<file path="config.mk">
export PLATFORM = sky130hd
export DESIGN_NAME = modbus_tcp_read_response_parser_core
export DESIGN_NICKNAME = d
export VERILOG_FILES = /design/src/sv/mbtp_pkg.sv /design/src/sv/mbtp_parse.sv /design/src/sv/modbus_tcp_read_response_parser_core.sv
export SDC_FILE = /design/constraint.sdc
export NUM_CORES = 1
export LEC_CHECK = 0
export BUFFER_PORTS_ARGS = -buffer_cell sky130_fd_sc_hd__buf_2
export CELL_PAD_IN_SITES_DETAIL_PLACEMENT = 0
export CELL_PAD_IN_SITES_GLOBAL_PLACEMENT = 2
export CORE_ASPECT_RATIO = 0.6
export CORE_UTILIZATION = 44
export CTS_BUF_LIST = sky130_fd_sc_hd__clkbuf_4 sky130_fd_sc_hd__clkbuf_8
export DETAILED_ROUTE_END_ITERATION = 6
export HOLD_SLACK_MARGIN = 0.08
export PLACE_DENSITY = 0.94
export SLEW_MARGIN = 10
export SYNTH_ARGS = -nofsm -noshare
export SYNTH_HDL_FRONTEND = slang
export SYNTH_SLANG_ARGS = --single-unit
</file>
<file path="constraint.sdc">
create_clock -name clk -period 6 [get_ports clk]
set_input_delay 0.6 -clock clk [delete_from_list [all_inputs] [get_ports clk]]
set_output_delay 0.6 -clock clk [all_outputs]
set_load 0.05 [all_outputs]
</file>
<file path="src/sv/mbtp_pkg.sv">
// Shared types and constants of the Modbus TCP read-response parser.
`timescale 1ns / 1ps

package mbtp_pkg;

	localparam logic [7:0] FC_READ_HOLDING = 8'd3;
	localparam logic [2:0] HEADER_BYTES    = 3'd6;

	// Header byte positions that carry fields.
	localparam logic [2:0] HDR_TID_HI = 3'd0;
	localparam logic [2:0] HDR_TID_LO = 3'd1;
	localparam logic [2:0] HDR_LEN_HI = 3'd4;
	localparam logic [2:0] HDR_LEN_LO = 3'd5;

	typedef enum logic [2:0] {
		PH_HEADER  = 3'd0,
		PH_UNIT    = 3'd1,
		PH_FUNC    = 3'd2,
		PH_COUNT   = 3'd3,
		PH_WORD_HI = 3'd4,
		PH_WORD_LO = 3'd5,
		PH_SKIP    = 3'd6
	} phase_t;

	typedef struct packed {
		logic        write_valid;
		logic [15:0] word_index;
		logic [15:0] word_value;
		logic        frame_done;
		logic        unknown_function;
	} result_t;

endpackage

</file>
<file path="src/sv/mbtp_parse.sv">
// Frame parser state machine: consumes one byte per enable and forms its result.
`timescale 1ns / 1ps

module mbtp_parse (
	input  logic                 clk,
	input  logic                 arst_n,
	input  logic                 en,
	input  logic [7:0]           rx_byte,
	output logic                 res_valid,
	output mbtp_pkg::result_t    res
);

	mbtp_pkg::phase_t phase_q, phase_d;
	logic [2:0]  hdr_cnt_q, hdr_cnt_d;
	logic [15:0] base_q, base_d;
	logic [15:0] len_q, len_d;
	logic [6:0]  words_q, words_d;
	logic [6:0]  offset_q, offset_d;
	logic [7:0]  hi_q, hi_d;
	logic [15:0] skip_q, skip_d;

	logic [2:0]  hdr_inc;
	logic [6:0]  words_dec;
	logic [15:0] skip_dec;
	logic [15:0] skip_init;

	assign hdr_inc   = hdr_cnt_q + 3'd1;
	assign words_dec = words_q - 7'd1;
	assign skip_dec  = skip_q - 16'd1;
	assign skip_init = (len_q > 16'd2) ? (len_q - 16'd2) : 16'd0;

	// Next state.
	always_comb begin
		phase_d   = phase_q;
		hdr_cnt_d = hdr_cnt_q;
		base_d    = base_q;
		len_d     = len_q;
		words_d   = words_q;
		offset_d  = offset_q;
		hi_d      = hi_q;
		skip_d    = skip_q;
		unique case (phase_q)
			mbtp_pkg::PH_UNIT: begin
				phase_d = mbtp_pkg::PH_FUNC;
			end
			mbtp_pkg::PH_FUNC: begin
				if (rx_byte == mbtp_pkg::FC_READ_HOLDING) begin
					phase_d = mbtp_pkg::PH_COUNT;
				end else begin
					skip_d = skip_init;
					if (skip_init == 16'd0) begin
						phase_d   = mbtp_pkg::PH_HEADER;
						hdr_cnt_d = 3'd0;
					end else begin
						phase_d = mbtp_pkg::PH_SKIP;
					end
				end
			end
			mbtp_pkg::PH_COUNT: begin
				words_d  = rx_byte[7:1];
				offset_d = 7'd0;
				if (rx_byte[7:1] == 7'd0) begin
					phase_d   = mbtp_pkg::PH_HEADER;
					hdr_cnt_d = 3'd0;
				end else begin
					phase_d = mbtp_pkg::PH_WORD_HI;
				end
			end
			mbtp_pkg::PH_WORD_HI: begin
				hi_d    = rx_byte;
				phase_d = mbtp_pkg::PH_WORD_LO;
			end
			mbtp_pkg::PH_WORD_LO: begin
				offset_d = offset_q + 7'd1;
				words_d  = words_dec;
				if (words_dec == 7'd0) begin
					phase_d   = mbtp_pkg::PH_HEADER;
					hdr_cnt_d = 3'd0;
				end else begin
					phase_d = mbtp_pkg::PH_WORD_HI;
				end
			end
			mbtp_pkg::PH_SKIP: begin
				skip_d = skip_dec;
				if (skip_dec == 16'd0) begin
					phase_d   = mbtp_pkg::PH_HEADER;
					hdr_cnt_d = 3'd0;
				end
			end
			default: begin
				// Header phase; the unused phase code is read the same way.
				phase_d = mbtp_pkg::PH_HEADER;
				unique case (hdr_cnt_q)
					mbtp_pkg::HDR_TID_HI: base_d = {rx_byte, base_q[7:0]};
					mbtp_pkg::HDR_TID_LO: base_d = {base_q[15:8], rx_byte};
					mbtp_pkg::HDR_LEN_HI: len_d  = {rx_byte, len_q[7:0]};
					mbtp_pkg::HDR_LEN_LO: len_d  = {len_q[15:8], rx_byte};
					default: ;
				endcase
				if (hdr_inc >= mbtp_pkg::HEADER_BYTES) begin
					hdr_cnt_d = 3'd0;
					phase_d   = mbtp_pkg::PH_UNIT;
				end else begin
					hdr_cnt_d = hdr_inc;
				end
			end
		endcase
	end

	// Result of the current byte.
	always_comb begin
		res = '0;
		unique case (phase_q)
			mbtp_pkg::PH_FUNC: begin
				if (rx_byte != mbtp_pkg::FC_READ_HOLDING && skip_init == 16'd0) begin
					res.frame_done       = 1'b1;
					res.unknown_function = 1'b1;
				end
			end
			mbtp_pkg::PH_COUNT: begin
				res.frame_done = (rx_byte[7:1] == 7'd0);
			end
			mbtp_pkg::PH_WORD_LO: begin
				res.write_valid = 1'b1;
				res.word_value  = {hi_q, rx_byte};
				res.word_index  = base_q + {9'd0, offset_q};
				res.frame_done  = (words_dec == 7'd0);
			end
			mbtp_pkg::PH_SKIP: begin
				res.frame_done       = (skip_dec == 16'd0);
				res.unknown_function = (skip_dec == 16'd0);
			end
			default: ;
		endcase
	end

	assign res_valid = res.write_valid | res.frame_done;

	always_ff @(posedge clk or negedge arst_n) begin
		if (!arst_n) begin
			phase_q   <= mbtp_pkg::PH_HEADER;
			hdr_cnt_q <= 3'd0;
			base_q    <= 16'd0;
			len_q     <= 16'd0;
			words_q   <= 7'd0;
			offset_q  <= 7'd0;
			hi_q      <= 8'd0;
			skip_q    <= 16'd0;
		end else if (en) begin
			phase_q   <= phase_d;
			hdr_cnt_q <= hdr_cnt_d;
			base_q    <= base_d;
			len_q     <= len_d;
			words_q   <= words_d;
			offset_q  <= offset_d;
			hi_q      <= hi_d;
			skip_q    <= skip_d;
		end
	end

endmodule

</file>
<file path="src/sv/modbus_tcp_read_response_parser_core.sv">
// Top level of the Modbus TCP read-holding-registers response parser.
// An accepted byte waits in the input register until the parser consumes it, which
// happens only while the result register has room; its result is then registered there.
// Throughput: one byte per cycle while the output is not stalled with a full result register.
// Bytes that complete neither a word nor a frame produce no output transfer.
// Reset (arst_n low, asynchronous) empties both registers and returns the parser to the
// first header byte with all frame state cleared.
`timescale 1ns / 1ps

module modbus_tcp_read_response_parser_core (
	input  logic        clk,
	input  logic        arst_n,
	// Receive byte stream.
	input  logic        s_tvalid,
	output logic        s_tready,
	input  logic [7:0]  s_tdata,   // [7:0] rx_byte
	// Register write and frame status stream.
	output logic        m_tvalid,
	input  logic        m_tready,
	output logic [31:0] m_tdata,   // [15:0] word_index, [31:16] word_value
	output logic [1:0]  m_tuser,   // [0] write_valid, [1] unknown_function
	output logic        m_tlast    // frame_done
);

	// Input register: holds one received byte until the parser may consume it.
	logic       valid_s1;
	logic [7:0] byte_s1;

	// Result register: one pending output transfer.
	logic              out_valid_q;
	mbtp_pkg::result_t out_res_q;

	logic              out_free;
	logic              advance;
	logic              res_valid;
	mbtp_pkg::result_t res;

	// The result register may be loaded when it is empty or its transfer completes now.
	assign out_free = ~out_valid_q | m_tready;
	// The parser consumes the held byte whenever the result register has room, so a new
	// byte can be taken every cycle while the output keeps pace.
	assign advance  = valid_s1 & out_free;
	assign s_tready = ~valid_s1 | out_free;

	always_ff @(posedge clk or negedge arst_n) begin
		if (!arst_n) begin
			valid_s1 <= 1'b0;
		end else if (s_tready) begin
			valid_s1 <= s_tvalid;
		end
	end

	always_ff @(posedge clk) begin
		if (s_tready) begin
			byte_s1 <= s_tdata;
		end
	end

	mbtp_parse u_parse (
		.clk       (clk),
		.arst_n    (arst_n),
		.en        (advance),
		.rx_byte   (byte_s1),
		.res_valid (res_valid),
		.res       (res)
	);

	always_ff @(posedge clk or negedge arst_n) begin
		if (!arst_n) begin
			out_valid_q <= 1'b0;
		end else if (out_free) begin
			out_valid_q <= advance & res_valid;
		end
	end

	always_ff @(posedge clk) begin
		if (out_free) begin
			out_res_q <= res;
		end
	end

	assign m_tvalid = out_valid_q;
	assign m_tdata  = {out_res_q.word_value, out_res_q.word_index};
	assign m_tuser  = {out_res_q.unknown_function, out_res_q.write_valid};
	assign m_tlast  = out_res_q.frame_done;

endmodule

</file>
# Yosys cells after proc, flatten, opt, wreduce, memory -nomap -nowiden
# Index checks and enable logic that the tools add are counted.
# totals
out_inout_bits	37
latch_bits	0
mem_bits_ro	0
mem_bits_rw	0
register_bits	121
n_memories	0
# op_classes
n_mux	24
n_bitwise	13
reduce_logical	19
n_shift	0
add_sub_neg	6
mul	0
div	0
n_eq_ne	16
magnitude_cmp	2
# ops
op	count
16-bit case mux with 2 select lines	3
33-bit two-way mux	1
16-bit zero test	2
16-bit two-way mux	2
3-bit two-way mux	10
7-bit case mux with 2 select lines	2
3-bit case mux with 6 select lines	1
16-bit by 7-bit adder with 16-bit output	1
16-bit by 2-bit > comparator with 1-bit output (second input constant)	1
4-bit AND reduction	4
16-bit by 1-bit subtractor with 16-bit output (second input constant)	1
16-bit by 2-bit subtractor with 16-bit output (second input constant)	1
3-bit == test (second input constant)	5
3-bit case mux with 5 select lines	1
7-bit zero test	2
8-bit by 2-bit == test with 1-bit output (second input constant)	1
2-bit by 1-bit inequality test with 1-bit output (second input constant)	4
8-bit by 2-bit inequality test with 1-bit output (second input constant)	1
1-bit inverter	8
7-bit by 1-bit adder with 7-bit output (second input constant)	1
7-bit AND reduction	1
7-bit by 1-bit subtractor with 7-bit output (second input constant)	1
3-bit by 1-bit == test with 1-bit output (second input constant)	2
3-bit by 2-bit == test with 1-bit output (second input constant)	2
other kinds (16)	22

# Longest topological paths before layout
# logic_depth
ltp_word	8
mapped_depth	11
depth_no_buf	11

# By module
# Synthesis repeated with hierarchy kept, for this count alone.
# hier_totals
cells_unflattened	616
area_unflattened_um2	6486.2
# by_module_without_submodules
module	seq_area_each_um2	cells_each	area_each_um2	n_inst
mbtp_parse	1901.8	564	5098.6	1
modbus_tcp_read_response_parser_core	1341.3	52	1387.6	1

# Least setup slack after synthesis
# No wires, ideal clock.
# synth_timing
path_type	register -> register
from	reg out_valid_q (netlist: m_tvalid)
to	reg u_parse.len_q[0]
path_stages_with_launch	7
setup_slack_ps	2830
t_arrival_ps	3045
required_ps	5875
period_less_slack_ps	3170
cell_sequence	dfrtp_1 > nor2b_1 > inv_1 > nand2_1 > or3_1 > nor3b_2 > mux2_2
# synth_via
elab_chain_cells	4
# synth_rtl
element	line	text
start, declared	modbus_tcp_read_response_parser_core.sv:30	logic out_valid_q;
start signal, assigned	modbus_tcp_read_response_parser_core.sv:72	out_valid_q <= advance & res_valid;
1-bit inverter	modbus_tcp_read_response_parser_core.sv:39	assign out_free = ~out_valid_q | m_tready;
1-bit OR	modbus_tcp_read_response_parser_core.sv:39	
1-bit AND	modbus_tcp_read_response_parser_core.sv:42	assign advance = valid_s1 & out_free;
4-bit AND reduction (no source line)	--	
end signal, assigned	mbtp_parse.sv:153	len_q <= len_d;
end, declared	mbtp_parse.sv:16	logic [15:0] len_q, len_d;
# No other way between the ends.
# A chain may end at the register's enable or synchronous reset.

# Worst setup path after layout
# layout_timing
from	reg u_parse.len_q[1]
to	reg u_parse.hdr_cnt_q[1]
# layout_via
elab_chain_cells	5
# layout_rtl
element	line	text
16-bit by 2-bit subtractor with 16-bit output or 16-bit by 2-bit > comparator with 1-bit output (tied branches)	mbtp_parse.sv:30	assign skip_init = (len_q > 16'd2) ? (len_q - 16'd2) : 16'd0;
16-bit two-way mux *	mbtp_parse.sv:30	
16-bit zero test *	mbtp_parse.sv:51	if (skip_init == 16'd0) begin
2-bit by 1-bit inequality test with 1-bit output (no source line) *	--	
7-bit AND reduction (no source line) *	--	
end signal, assigned	mbtp_parse.sv:151	hdr_cnt_q <= hdr_cnt_d;
end, declared	mbtp_parse.sv:14	logic [2:0] hdr_cnt_q, hdr_cnt_d;
# Every way passes the cells marked *; elsewhere a longest branch is shown, timed or not.

==> results.txt <==
- Result of the run: completed
* Violation count after the first detailed-routing iteration: 430
- Skew final: 0.01661 ns
- Fraction of the mapped netlist area in simple logic gates: 0.1922
- Ranked by total cell area, the synthesized netlist is headed by dfrtp_1, edfxtp_1, mux2_2.
- In this run the core area contains 33 standard-cell rows.
- In the final routed layout, each cell accounts on average for 18.65 um.
- Data arrival time at the worst-slack endpoint: 3.47 ns
* Remaining global-route overflow: 0
* Mean post-synth cell area: 10.33 um2
- Maximum fanout along the worst path: 4
- The finished layout holds 872 standard cells, fillers aside.
- I/O Buffers: 48
- The number of global-route vias before repair is 4570.
* Mux contribution to synthesized area: 0.07186
- Minimum clock period: 3.115 ns
- Final routed wirelength across all metal layers: 16270 um
* Post-synth top cells: dfrtp_1, nor2_1, nand2_1, o21ai_0, edfxtp_1
* Post-detailed-route count of antenna-violating nets: 0
- Via Count: 5010
* CORE AREA: 0.01387 mm2
- Endpoint type of the worst setup path: register
* Post-layout nets: 697
- After clock tree synthesis, the clock-pin slew on the worst setup and hold paths is 0.09 ns.
- Number of inserted diodes: 0
- Once placement completed, the tool counted placed cells totaling 839.
- Of the total synthesized cell area, the portion taken by XOR and XNOR cells is 0.04261.
* Number of buffers created by CTS: 17
- Area share of the leading cell type in the synthesized netlist: 0.3063
* Unrepaired setup endpoints after global routing: false
* Cell area after synthesis: 0.006372 mm2
* Fraction of the mapped netlist area in adder cells: 0.03652
- In this run the critical register-to-register path is launched from u_parse.len_q[1]$_DFFE_PN0P_.
- Clock insertion delay at the later pin of the skew report: 0.44 ns
* Ratio of cells with drive above 1 in the final layout: 0.2029
- Antenna violations before repair: 0
* DR pass1 iterations: 5
- Wire length of the first global-routing pass: 25520 um
- The floorplan step set the die height to 95.22 um.
- Overall die width: 157.4 um
* Top cell type by total area after synthesis: dfrtp_1
* Proportion of synthesized chip area in sequential cells: 0.5089
- DP Wirelength: 11650 um
- The path with the worst hold slack has its endpoint at byte_s1[5]$_DFFE_PP_.
* Least-Margin Pin Slew: 0.8244 ns
- The most used flip-flop cell after synthesis is dfrtp_1.
* H-tree level count: 4
- Instance area at placement: 0.006813 mm2
* Period utilization: 0.5192
- For the final routed database, the setup TNS stands at 0 ns.
- R2R Setup Slk: 2.88 ns
* Worst reg2reg path endpoint: u_parse.hdr_cnt_q[1]$_DFFE_PN0P_
- No sink is reached through more buffers than the 2 on the longest clock path.
- The compound-gate portion of the synthesized area is 0.1200.
- In the synthesized netlist the async set-or-reset flop fraction comes to 0.6446.
* Worst hold stages: 1
- Worst setup path class: register to register
- Max-cap violations in this run came to 0.
- Final number of hold-violating endpoints: 0
- In the synthesized netlist, the number of instances is 617.
- The initial utilization of the core area, before any placement, comes to 0.4593.
- The number of nets handed over by synthesis was 647.
- The worst register-to-register path has a depth of 10.
* Critical hold path startpoint: s_tdata[5]
- Yosys printed 0 warnings.
- Maximum vdd drop: 172.1 uV
- Number of different library cells in the post-synthesis netlist: 63
- STA puts the critical path data required time at 6.35 ns.
- TritonCTS built the clock tree.
* Tot GR Track Use: 0.2314
- Summing all non-filler instances in the final layout gives an area of 0.007206 mm2.
- Count of state elements after synthesis: 121
* Most repeated cell in the gate-level netlist after synthesis: dfrtp_1
- From synthesis to final layout, the design area changed by 13.08%.
* Highest Clock Rate: 321.0 MHz
- Yosys mapped a number of flops with a built-in enable equal to 43.
* Relative slew slack: 0.4426
- The worst setup path is launched from a register.
* Largest net degree at the start of global routing: 56
- Setup violations remaining at the end of the flow were counted as 0.
- For this design, the sink count on the clock tree is 121.
* Via count normalized by instance count: 5.745
- DRC Markers: 0
* Final weighted congestion of routability-driven global placement: 0.9052
- Power per cell area: 494.3 mW/mm2
- Area of the die: 0.01498 mm2
* CTS root buf: clkbuf_8
- Number of top-level pins: 49
- In this run the worst hold path is classified as input pin to register.
- In this run the static leakage power is 0.003180 uW.
- Max Slew Vio Count: 0
* Main combinational cell family by area after synthesis: simple AND/OR/NAND/NOR gates
-- per-layer routing --
layer  vias to the layer above  GRT usage  share of wire
li1                       2340          -              -
met1                      2493     0.3666           0.52
met2                       166     0.3105           0.40
met3                        11    0.05636          0.071
met4                         0    0.05097         0.0064
met5                         -          0              0
-- flip-flops by register name (all words and copies together) (netlist names) --
| signal | count |
|---|---|
| m_tdata | 32 |
| m_tvalid | 1 |
| u_parse.len_q | 16 |
| u_parse.hi_q | 8 |
| m_tuser | 2 |
| m_tlast | 1 |
| u_parse.words_q | 7 |
| byte_s1 | 8 |
| u_parse.skip_q | 16 |
| u_parse.offset_q | 7 |
| valid_s1 | 1 |
| u_parse.phase_q | 3 |
| u_parse.hdr_cnt_q | 3 |
| u_parse.base_q | 16 |
-- where the power goes --
part / switching (uW) / leakage, uW / internal, uW
registers: 322 / 0.00149 / 1130
logic: 837 / 0.00149 / 549
clock network: 382 / 0.000197 / 342
-- per-stage QoR --
| stage | total power, uW | hold WS [ns] | util | setup WS [ns] |
|---|---|---|---|---|
| after floorplan | 2449 | 0.3044 | - | 2.830 |
| after global placement | 2781 | 0.4823 | 0.4911 | 3.077 |
| after detailed placement | 2826 | 0.4930 | 0.4911 | 2.916 |
| after CTS | 3554 | 0.3100 | 0.5194 | 2.893 |
| after global routing | 3790 | 0.2906 | 0.5194 | 2.524 |
| final | 3562 | 0.3294 | 0.5194 | 2.885 |
-- critical path, stage by stage, from the launching register on --
cell and delay (ns):
dfrtp_1 0.40, inv_1 0.12, ha_1 0.24, nor4b_1 0.70
nand3b_1 0.17, xnor2_1 0.19, nor3_1 0.24, a41oi_1 0.22
and2_1 0.24, nor3_2 0.30, mux2i_1 0.21
-- cells in the final DEF (no fill, tap or decap), types with 3 or more instances in the layout --
| cell type | n |
|---|---|
| nor3_1 | 24 |
| nand4_1 | 8 |
| nand3_1 | 16 |
| nor2b_1 | 7 |
| clkbuf_8 | 17 |
| nand2_1 | 51 |
| nand2b_1 | 5 |
| and2_1 | 4 |
| inv_6 | 8 |
| a21o_1 | 3 |
| a32oi_1 | 4 |
| nor2_1 | 67 |
| edfxtp_1 | 43 |
| buf_2 | 47 |
| a21oi_1 | 28 |
| buf_4 | 8 |
| mux2i_1 | 3 |
| mux2_2 | 38 |
| xor2_1 | 19 |
| and3_1 | 25 |
| ha_1 | 17 |
| xnor2_1 | 12 |
| o22ai_1 | 3 |
| o21ai_0 | 44 |
| o22a_1 | 4 |
| o31ai_1 | 3 |
| nand3b_1 | 6 |
| a31oi_1 | 6 |
| dfrtp_1 | 78 |
| nor4_1 | 4 |
| inv_1 | 22 |
| or3_1 | 5 |
-- cell type report --
type / count / area, um2
clock buffer: 17 / 234.0
sequential: 121 / 3243
fill: 1270 / 6668
multi-input combinational: 449 / 2952
clock inverter: 15 / 148.9
tap: 192 / 240.2
inverter: 22 / 82.58
timing repair buffer: 56 / 305.3
-- kinds of logic (layout without fill, tap and decap cells) --
kind of cell,count (synthesis),count (layout)
flops,121,121
buf+inv,47,110
xor+xnor,31,31
simple gates,239,239
mux,41,41
fa+ha+maj,18,18
compound gates,120,120
-- timing repair --
item,CTS,global route
setup buffers,0,0
gates resized for setup,0,0
hold buffers,1,0
hold endpoints to repair,23,0
-- how the worst max path moves through the flow --
| stage | startpoint | endpoint | slack (ns) | cells after the start |
|---|---|---|---|---|
| CTS | u_parse.len_q[1]$_DFFE_PN0P_ | u_parse.hdr_cnt_q[1]$_DFFE_PN0P_ | 2.89 | 10 |
| floorplan | m_tvalid$_DFFE_PN0N_ | u_parse.len_q[0]$_DFFE_PN0P_ | 2.83 | 6 |
| global placement | u_parse.skip_q[0]$_DFFE_PN0P_ | u_parse.hdr_cnt_q[1]$_DFFE_PN0P_ | 3.08 | 10 |
| detailed placement | u_parse.len_q[1]$_DFFE_PN0P_ | u_parse.hdr_cnt_q[0]$_DFFE_PN0P_ | 2.92 | 10 |
| global route | u_parse.len_q[1]$_DFFE_PN0P_ | u_parse.hdr_cnt_q[1]$_DFFE_PN0P_ | 2.52 | 10 |
| finish | u_parse.len_q[1]$_DFFE_PN0P_ | u_parse.hdr_cnt_q[1]$_DFFE_PN0P_ | 2.88 | 10 |
Note: power is estimated with default switching activity, not from simulation.
